## src/hrhs_pkg.sv

```systemverilog
`timescale 1ns / 1ps
// ----------------------------------------------------------------------------
// hrhs_pkg
// shared types and character constants for the http response header stripper
// ----------------------------------------------------------------------------
package hrhs_pkg;

  localparam logic [7:0] CharLf = 8'h0A;
  localparam logic [7:0] CharCr = 8'h0D;

  // "HTTP" and "200"
  localparam logic [7:0] ProtoChar0 = 8'h48;
  localparam logic [7:0] ProtoChar1 = 8'h54;
  localparam logic [7:0] ProtoChar2 = 8'h54;
  localparam logic [7:0] ProtoChar3 = 8'h50;
  localparam logic [7:0] OkChar0    = 8'h32;
  localparam logic [7:0] OkChar1    = 8'h30;
  localparam logic [7:0] OkChar2    = 8'h30;

  // one-hot phase codes
  typedef enum logic [7:0] {
    PhStatus  = 8'b0000_0001,
    PhNeck1   = 8'b0000_0010,
    PhNeck2   = 8'b0000_0100,
    PhNeck3   = 8'b0000_1000,
    PhNeck4   = 8'b0001_0000,
    PhBody    = 8'b0010_0000,
    PhErr     = 8'b0100_0000,
    PhErrDone = 8'b1000_0000
  } phase_e;

  // streaming matcher state for the current status line
  typedef struct packed {
    logic [1:0] proto_prog;
    logic       proto_seen;
    logic [1:0] ok_prog;
    logic       ok_seen;
  } scan_t;

  // what the scanner reports about a byte
  typedef struct packed {
    logic line_end;
    logic line_proto;
    logic line_ok;
  } scan_verdict_t;

  // one result beat
  typedef struct packed {
    logic [7:0] body_byte;
    logic       body_valid;
    logic       header_done;
    logic       failed;
  } result_t;

  function automatic logic [7:0] proto_char(input logic [1:0] idx);
    logic [7:0] c;
    case (idx)
      2'd0:    c = ProtoChar0;
      2'd1:    c = ProtoChar1;
      2'd2:    c = ProtoChar2;
      default: c = ProtoChar3;
    endcase
    return c;
  endfunction

  function automatic logic [7:0] ok_char(input logic [1:0] idx);
    logic [7:0] c;
    case (idx)
      2'd1:    c = OkChar1;
      2'd2:    c = OkChar2;
      default: c = OkChar0;
    endcase
    return c;
  endfunction

endpackage

```

## src/hrhs_status_scan.sv

```systemverilog
`timescale 1ns / 1ps
// ----------------------------------------------------------------------------
// hrhs_status_scan
// substring matchers for "HTTP" and "200" over one status line
// ----------------------------------------------------------------------------
module hrhs_status_scan (
  input  logic [7:0]             byte_i,
  input  hrhs_pkg::scan_t        scan_i,
  output hrhs_pkg::scan_t        scan_o,
  output hrhs_pkg::scan_verdict_t verdict_o
);
  import hrhs_pkg::*;

  scan_t      upd;
  logic [1:0] ok_idx;

  assign ok_idx = (scan_i.ok_prog == 2'd3) ? 2'd0 : scan_i.ok_prog;

  always_comb begin
    upd = scan_i;
    if (byte_i == proto_char(scan_i.proto_prog)) begin
      if (scan_i.proto_prog == 2'd3) begin
        upd.proto_seen = 1'b1;
        upd.proto_prog = 2'd0;
      end else begin
        upd.proto_prog = scan_i.proto_prog + 2'd1;
      end
    end else begin
      upd.proto_prog = (byte_i == ProtoChar0) ? 2'd1 : 2'd0;
    end

    if (byte_i == ok_char(ok_idx)) begin
      if (ok_idx == 2'd2) begin
        upd.ok_seen = 1'b1;
        upd.ok_prog = 2'd0;
      end else begin
        upd.ok_prog = ok_idx + 2'd1;
      end
    end else begin
      upd.ok_prog = (byte_i == OkChar0) ? 2'd1 : 2'd0;
    end
  end

  assign verdict_o.line_end   = (byte_i == CharLf);
  assign verdict_o.line_proto = upd.proto_seen;
  assign verdict_o.line_ok    = upd.ok_seen;
  // matchers restart on every new line
  assign scan_o = verdict_o.line_end ? '0 : upd;

endmodule

```

## src/hrhs_phase_fsm.sv

```systemverilog
`timescale 1ns / 1ps
// ----------------------------------------------------------------------------
// hrhs_phase_fsm
// header phase tracking, blank-line hunt and body/error decisions
// ----------------------------------------------------------------------------
module hrhs_phase_fsm (
  input  logic              clk_i,
  input  logic              rst_ni,
  input  logic              step_i,
  input  logic [7:0]        byte_i,
  input  logic              abort_i,
  output hrhs_pkg::result_t result_o
);
  import hrhs_pkg::*;

  phase_e        phase_q, phase_d;
  scan_t         scan_q, scan_d, scan_next;
  scan_verdict_t verdict;
  logic          body_valid;

  hrhs_status_scan u_scan (
    .byte_i    (byte_i),
    .scan_i    (scan_q),
    .scan_o    (scan_next),
    .verdict_o (verdict)
  );

  always_comb begin
    phase_d    = phase_q;
    scan_d     = scan_q;
    body_valid = 1'b0;
    if (abort_i) begin
      phase_d = (phase_q == PhBody || phase_q == PhErrDone) ? PhErrDone : PhErr;
      scan_d  = '0;
    end else begin
      unique case (phase_q) inside
        PhStatus: begin
          scan_d = scan_next;
          if (verdict.line_end && verdict.line_proto) begin
            phase_d = verdict.line_ok ? PhNeck1 : PhErr;
          end
        end
        PhNeck1: begin
          if (byte_i == CharCr) phase_d = PhNeck2;
        end
        PhNeck2: begin
          if (byte_i == CharLf)      phase_d = PhNeck3;
          else if (byte_i != CharCr) phase_d = PhNeck1;
        end
        PhNeck3: begin
          phase_d = (byte_i == CharCr) ? PhNeck4 : PhNeck1;
        end
        PhNeck4: begin
          if (byte_i == CharLf)      phase_d = PhBody;
          else if (byte_i == CharCr) phase_d = PhNeck2;
          else                       phase_d = PhNeck1;
        end
        PhBody: begin
          body_valid = 1'b1;
        end
        PhErr, PhErrDone: begin
          phase_d = phase_q;
        end
        default: begin
          phase_d = phase_q;
        end
      endcase
    end
  end

  assign result_o.body_byte   = body_valid ? byte_i : 8'h00;
  assign result_o.body_valid  = body_valid;
  assign result_o.header_done = (phase_d == PhBody) || (phase_d == PhErrDone);
  assign result_o.failed      = (phase_d == PhErr) || (phase_d == PhErrDone);

  always_ff @(posedge clk_i or negedge rst_ni) begin
    if (!rst_ni) begin
      phase_q <= PhStatus;
      scan_q  <= '0;
    end else if (step_i) begin
      phase_q <= phase_d;
      scan_q  <= scan_d;
    end
  end

endmodule

```

## src/http_response_header_stripper_top.sv

```systemverilog
`timescale 1ns / 1ps
// ----------------------------------------------------------------------------
// http_response_header_stripper_top
// strips the status line and headers of an http reply and passes the body
// ----------------------------------------------------------------------------
// pipeline: input register, then result register; throughput: one byte per
//   cycle while out_ready_i keeps the result register draining, set by the
//   combinational phase update between the two registers
// reset: rst_ni async active low; clears both valid flags, the phase (back to
//   awaiting the status line) and the line matchers
// ----------------------------------------------------------------------------
module http_response_header_stripper_top (
  input  logic       clk_i,
  input  logic       rst_ni,
  input  logic       in_valid_i,
  output logic       in_ready_o,
  input  logic [7:0] data_byte_i,
  input  logic       abort_i,
  output logic       out_valid_o,
  input  logic       out_ready_i,
  output logic [7:0] body_byte_o,
  output logic       body_valid_o,
  output logic       header_done_o,
  output logic       failed_o
);
  import hrhs_pkg::*;

  // input stage
  logic       s1_valid_q, s1_valid_d;
  logic [7:0] s1_byte_q;
  logic       s1_abort_q;

  // result stage
  logic       out_valid_q, out_valid_d;
  result_t    out_q;
  result_t    step_result;

  logic in_fire;
  logic out_adv;   // result register free or being drained this cycle
  logic step_fire; // input stage beat moves into the result register

  assign in_fire   = in_valid_i && in_ready_o;
  assign out_adv   = !out_valid_q || out_ready_i;
  assign step_fire = s1_valid_q && out_adv;
  // input register refills as soon as its beat moves on
  assign in_ready_o = !s1_valid_q || out_adv;

  always_comb begin
    s1_valid_d = s1_valid_q;
    if (in_fire)        s1_valid_d = 1'b1;
    else if (step_fire) s1_valid_d = 1'b0;
  end

  assign out_valid_d = out_adv ? s1_valid_q : out_valid_q;

  // phase state advances only when a beat actually reaches the result register
  hrhs_phase_fsm u_fsm (
    .clk_i    (clk_i),
    .rst_ni   (rst_ni),
    .step_i   (step_fire),
    .byte_i   (s1_byte_q),
    .abort_i  (s1_abort_q),
    .result_o (step_result)
  );

  always_ff @(posedge clk_i or negedge rst_ni) begin
    if (!rst_ni) begin
      s1_valid_q  <= 1'b0;
      out_valid_q <= 1'b0;
    end else begin
      s1_valid_q  <= s1_valid_d;
      out_valid_q <= out_valid_d;
    end
  end

  // payload registers, no reset
  always_ff @(posedge clk_i) begin
    if (in_fire) begin
      s1_byte_q  <= data_byte_i;
      s1_abort_q <= abort_i;
    end
    if (step_fire) begin
      out_q <= step_result;
    end
  end

  assign out_valid_o   = out_valid_q;
  assign body_byte_o   = out_q.body_byte;
  assign body_valid_o  = out_q.body_valid;
  assign header_done_o = out_q.header_done;
  assign failed_o      = out_q.failed;

endmodule

```

## config.mk

```make
export PLATFORM = sky130hd
export DESIGN_NAME = http_response_header_stripper_top
export DESIGN_NICKNAME = d
export VERILOG_FILES = /design/src/hrhs_pkg.sv /design/src/hrhs_status_scan.sv /design/src/hrhs_phase_fsm.sv /design/src/http_response_header_stripper_top.sv
export SDC_FILE = /design/constraint.sdc
export NUM_CORES = 1
export LEC_CHECK = 0
export BUFFER_PORTS_ARGS = -buffer_cell sky130_fd_sc_hd__buf_2
export CAP_MARGIN = 20
export CORE_MARGIN = 2
export CORE_UTILIZATION = 25
export DETAILED_ROUTE_END_ITERATION = 8
export PLACE_DENSITY = 0.39
export SYNTH_ARGS = -nofsm -noshare
export SYNTH_HDL_FRONTEND = slang
export SYNTH_SLANG_ARGS = --single-unit
```

## constraint.sdc

```tcl
create_clock -name clk_i -period 2.94 [get_ports clk_i]
set_clock_uncertainty 0.1 [all_clocks]
set_input_delay 0.735 -clock clk_i [delete_from_list [all_inputs] [get_ports clk_i]]
set_output_delay 0.735 -clock clk_i [all_outputs]
set_load 0.1 [all_outputs]
```

# After elaboration in Yosys (flattened, before gate mapping)
# Cells that the tools add are included.
[word_totals]
elab_cells = 85
mem_count = 0
regBits = 36
out_inout_bits = 13
rom_bits = 0
ramBits = 0
latch_bits = 0
inputBits = 13
[op_classes]
n_bitwise = 0
eq_ne = 23
n_lt_le_gt_ge = 0
shifts = 0
n_reduce_logical = 16
mux = 31
div_mod_pow = 0
mul = 0
add_sub_neg = 2
[op_table]
columns = ["op", "count"]
rows = [
  ["2-to-1 mux 8 bit", 7],
  ["case mux 8 bit (5 select lines)", 1],
  ["equality test 8 x 4 -> 1 bit (second input constant)", 3],
  ["equality test 8 x 6 -> 1 bit (second input constant)", 3],
  ["2-to-1 mux 6 bit", 3],
  ["equality test 8 x 7 -> 1 bit (second input constant)", 2],
  ["equality test 8 bit", 2],
  ["equality test 8 bit (second input constant)", 2],
  ["2-to-1 mux 2 bit", 6],
  ["2-to-1 mux 1 bit", 10],
  ["case mux 5 bit (2 select lines)", 1],
  ["equality test 2 bit (second input constant)", 4],
  ["equality test 8 x 1 -> 1 bit (second input constant)", 1],
  ["equality test 8 x 2 -> 1 bit (second input constant)", 1],
  ["equality test 8 x 3 -> 1 bit (second input constant)", 1],
  ["equality test 8 x 5 -> 1 bit (second input constant)", 1],
  ["inequality test 8 x 4 -> 1 bit (second input constant)", 1],
  ["2-to-1 mux 7 bit", 1],
  ["logical OR 1 bit", 5],
  ["2-to-1 mux 5 bit", 1],
  ["adder 2 x 1 -> 2 bit (second input constant)", 2],
  ["equality test 2 x 1 -> 1 bit (second input constant)", 2],
  ["nonzero test 2 bit", 2],
  ["OR reduction 2 bit", 2],
  ["5 further kinds", 8],
]

# Longest topological paths before layout
[depth]
word_depth = 13
mapped_depth = 8
mapped_depth_nobuf = 8

# Hierarchy
# A second synthesis with hierarchy kept.
[unflattened]
cells_unflattened = 199
area_unflattened_um2 = 2098.3
[by_module_without_submodules]
columns = ["mod", "area_each_um2", "cells_each", "instances", "seq_area_each_um2"]
rows = [
  ["hrhs_phase_fsm", 1157.4, 141, 1, 351.6],
  ["http_response_header_stripper_top", 704.4, 28, 1, 650.6],
  ["hrhs_status_scan", 236.5, 30, 1, 0.0],
]

# Least setup slack after synthesis
# OpenSTA, ideal clock, no wires.
[synth_path]
path_kind = "register to register"
start = "register out_valid_q (netlist: out_valid_o)"
end = "register s1_abort_q (enable)"
synth_period_minus_slack_ns = 2.918
setup_ns = 0.287
n_path_buf = 0
arrival_time_ns = 2.532
path_stages_with_launch = 3
required_time_ns = 2.553
slack_ns = 0.022
cell_sequence = "dfrtp_1 > nand3b_1 > and2_1"
[synth_between]
elab_chain_len = 4
[synth_lines]
columns = ["element", "line_no", "source"]
rows = [
  ["start, declared", "http_response_header_stripper_top.sv:34", "logic out_valid_q, out_valid_d;"],
  ["start signal, assigned", "http_response_header_stripper_top.sv:72", "out_valid_q <= out_valid_d;"],
  ["zero test 1 bit", "http_response_header_stripper_top.sv:43", "assign out_adv = !out_valid_q || out_ready_i;"],
  ["logical OR 1 bit", "http_response_header_stripper_top.sv:43", ""],
  ["logical OR 1 bit", "http_response_header_stripper_top.sv:46", "assign in_ready_o = !s1_valid_q || out_adv;"],
  ["named net in_ready_o", "http_response_header_stripper_top.sv:16", "output logic in_ready_o,"],
  ["logical AND 1 bit", "http_response_header_stripper_top.sv:42", "assign in_fire = in_valid_i && in_ready_o;"],
  ["named net in_fire", "http_response_header_stripper_top.sv:38", "logic in_fire;"],
  ["end signal, assigned", "http_response_header_stripper_top.sv:80", "s1_abort_q <= abort_i;"],
  ["end, declared", "http_response_header_stripper_top.sv:31", "logic s1_abort_q;"],
]
# The timed path passes the listed nets, and every way through them passes these cells.
# A chain may end at the register's enable or synchronous reset.

==> flow_metrics.env <==
export IMPL_p_leak_nw=0.903
export IMPL_startpoint_type="flop"
export IMPL_io_pins=26
export IMPL_synth_simple_gate_area_frac=0.245
export IMPL_post_route_period_util=0.858
export IMPL_maxClockFrequency_ghz=0.396
export IMPL_antenna_found_initial=0
export IMPL_clock_latency_ps=290
export IMPL_wire_per_inst_um=14.8
export IMPL_reg2regPathDepth=6
export IMPL_gp_congestion=0.764
export IMPL_syn_avg_cell_area_um2=10.8
export IMPL_syn2layout_area_growth_pct=14.1
export IMPL_multi_input_comb_area_um2=991
export IMPL_swShare=0.328
export IMPL_timing_final_ws_setup_ps=417
export IMPL_synth_top_area_cell="edfxtp_1"
export IMPL_fillers=856
export IMPL_synth_fa_ha_area_frac=0.0300
export IMPL_ys_warn_count=0
export IMPL_p_total_mw=1.16
export IMPL_core_area_um2=8130
export IMPL_cts_buffers=5
export IMPL_hp_class="in -> async"
export IMPL_cts_sinks=36
export IMPL_grt_setup_unrepaired="no"
export IMPL_synth_distinct_cells=55
export IMPL_dp_hpwl_um=3480
export IMPL_viasPerCell=4.75
export IMPL_synth_top_family_by_area="simple AND/OR/NAND/NOR gates"
export IMPL_outcome="finished, final reports clean"
export IMPL_fin_util=0.292
export IMPL_yosysTopAreaCellShare=0.288
export IMPL_grt_remaining_overflow=0
export IMPL_post_cts_setup_buffer_count=0
export IMPL_synthCells=193
export IMPL_drt_wl_total_um=4770
export IMPL_ctsResizeCount=0
export IMPL_power_frac_comb=0.170
export IMPL_ctsHoldBuffers=0
export IMPL_htree_levels=2
export IMPL_cts_root_buffer="clkbuf_8"
export IMPL_clk_pin_slew_ps=80
export IMPL_fin_nets=235
export IMPL_drtAntennaViolNets=0
export IMPL_fp_dieW_um=95.3
export IMPL_port_buffers=25
export IMPL_ys_seq_elements=36
export IMPL_synthMuxAreaShare=0.0102
export IMPL_cap_violations=0
export IMPL_num_vias=1533
export IMPL_hold_viol=0
export IMPL_die_area_um2=9070
export IMPL_drt_iter0_drc=68
export IMPL_n_antenna_cell=0
export IMPL_clkPwrFrac=0.302
export IMPL_syn_nets=211
export IMPL_synth_async_reset_ratio=0.444
export IMPL_tns_ps=0
export IMPL_core_rowCount=33
export IMPL_drc=0
export IMPL_initial_core_util=0.256
export IMPL_critPathMaxFanout=7
export IMPL_dr_pass1_iters=4
export IMPL_synth_edff_count=20
export IMPL_crit_type="reg -> reg"
export IMPL_grt_pass1_vias=1491
export IMPL_pre_cts_ws_ps=420
export IMPL_p_sw_uw=379
export IMPL_die_y_um=95.3
export IMPL_setup_viol=0
export IMPL_grt_use_total=0.114
export IMPL_syn_area_um2=2080
export IMPL_crit_arrival_ps=2550
export IMPL_rrSetupSlack_ps=420
export IMPL_synth_area_leaders="edfxtp_1 (29%), dfrtp_1 (18%), and2_1 (3.0%)"
export IMPL_synth_xor_area_frac=0.0337
export IMPL_tightest_slew_ps=701
export IMPL_required_ps=2960
export IMPL_cts_buffer_depth=2
export IMPL_fin_crit_ps=2520
export IMPL_worstReg2RegStart="s1_byte_q[2]$_DFFE_PP_"
export IMPL_power_per_cell_area_nw_per_um2=487
export IMPL_synth_ff_type="edfxtp_1"
export IMPL_slew_violations=0
export IMPL_worstReg2RegEnd="header_done_o$_DFFE_PP_"
export IMPL_ys_seq_area_frac=0.481
export IMPL_relSlewSlack=0.533
export IMPL_endpoint_kind="flop"
export IMPL_p_seq_frac=0.527
export IMPL_grt_max_degree=18
export IMPL_p_int_uw=777
export IMPL_layout_drive_gt1_share=0.197
export IMPL_synth_compound_area_share=0.157
export IMPL_cts_tree="done"
export IMPL_vdd_ir_drop_worst_mv=0.211
export IMPL_grt_pass1_wl_um=7760
export IMPL_regArea_um2=1000
==> critical path, cell delays in order, from the launching register on <==
cell and delay [ps]:
edfxtp_1 510, nor4b_4 440, and2_1 400, o21ai_0 210, a22oi_1 270, o211ai_2 140
nor4b_2 280
==> area by class of cell <==
cell class	count	area share
multi-input cells	139	0.417
well taps	105	0.0553
inverters	9	0.0142
clock inverters	2	0.00474
repair buffers	26	0.0558
flip-flops and latches	36	0.422
clock buffers	6	0.0306
==> Yosys cell counts, drive strengths merged, types with 2 or more instances <==
master and n:
nand3 7, ha 5, o31ai 2, nand4 6, nand4b 2, o41ai 2, xnor2 3, clkbuf 3
nor2 16, nor3 8, nor4b 5, nand2b 4, inv 8, o21a 3, nand2 13, dfrtp 15
a22o 2, a22oi 3, xor2 5, o21ai 12, a32o 2, nand3b 2, a211oi 2, buf 6
and2 10, or3 2, o211ai 2, nor4 3, edfxtp 20, a21oi 5
==> per-layer routing <==
| metal | track usage | part of all wire | up-vias |
|---|---|---|---|
| li1 | - | - | 766 |
| met1 | 0.160 | 0.49 | 719 |
| met2 | 0.163 | 0.44 | 42 |
| met3 | 0.0237 | 0.042 | 6 |
| met4 | 0.0640 | 0.022 | 0 |
| met5 | 0 | 0 | - |
==> layout by cell type, fill, tap and decap left out, types with 3 or more instances in the layout <==
cell,instances
a21oi_1,4
xnor2_1,3
a22oi_1,3
and2_1,10
o21ai_0,8
inv_1,8
o21ai_1,3
buf_2,25
clkbuf_8,5
ha_1,5
nor2_1,16
nand2b_1,4
xor2_1,5
edfxtp_1,20
nand4_1,6
o21a_1,3
nand3_1,6
nor3_1,8
dfrtp_1,15
nand2_1,13
==> registers in the layout, summed over array words and instances (netlist names) <==
name	flops
body_byte_o	8
out_valid_o	1
failed_o	1
u_fsm.phase_q	8
s1_byte_q	8
u_fsm.scan_q	6
body_valid_o	1
header_done_o	1
s1_valid_q	1
s1_abort_q	1
==> through the flow <==
stage / area, um^2 / cells / hold slack, ps
after floorplan: 2080 / 193 / 339
after global placement: 2290 / 315 / 385
after detailed placement: 2290 / 315 / 401
after CTS: 2370 / 323 / 275
after global routing: 2370 / 323 / 280
final: 2370 / 323 / 253
==> cells by family (layout without fill, tap and decap cells) <==
kind of cell | after synthesis | after routing
DFF | 36 | 36
buffers and inverters | 18 | 43
xor gates and xnor gates | 8 | 8
muxes | 2 | 2
adders and majority gates | 5 | 5
AOI/OAI and AO/OA | 43 | 43
and+or+nand+nor | 81 | 81
==> worst max path at each step <==
stage	from	to	cells after the start
final	s1_byte_q[2]$_DFFE_PP_	header_done_o$_DFFE_PP_	6
after detailed placement	s1_byte_q[2]$_DFFE_PP_	header_done_o$_DFFE_PP_	6
after global routing	s1_byte_q[2]$_DFFE_PP_	header_done_o$_DFFE_PP_	6
after floorplan	out_valid_o$_DFFE_PN0P_	s1_abort_q$_DFFE_PP_	2
after CTS	s1_byte_q[2]$_DFFE_PP_	header_done_o$_DFFE_PP_	6
after global placement	s1_byte_q[2]$_DFFE_PP_	header_done_o$_DFFE_PP_	6
==> power groups by stage <==
stage	clock (mW)	combinational (mW)	sequential [mW]
CTS	0.366	0.198	0.610
floorplan	0	0.0953	0.671
finish	0.349	0.197	0.609
global route	0.385	0.209	0.614
detailed placement	0	0.198	0.620
global placement	0	0.198	0.621
No activity file was read; power rests on OpenSTA's default activity.
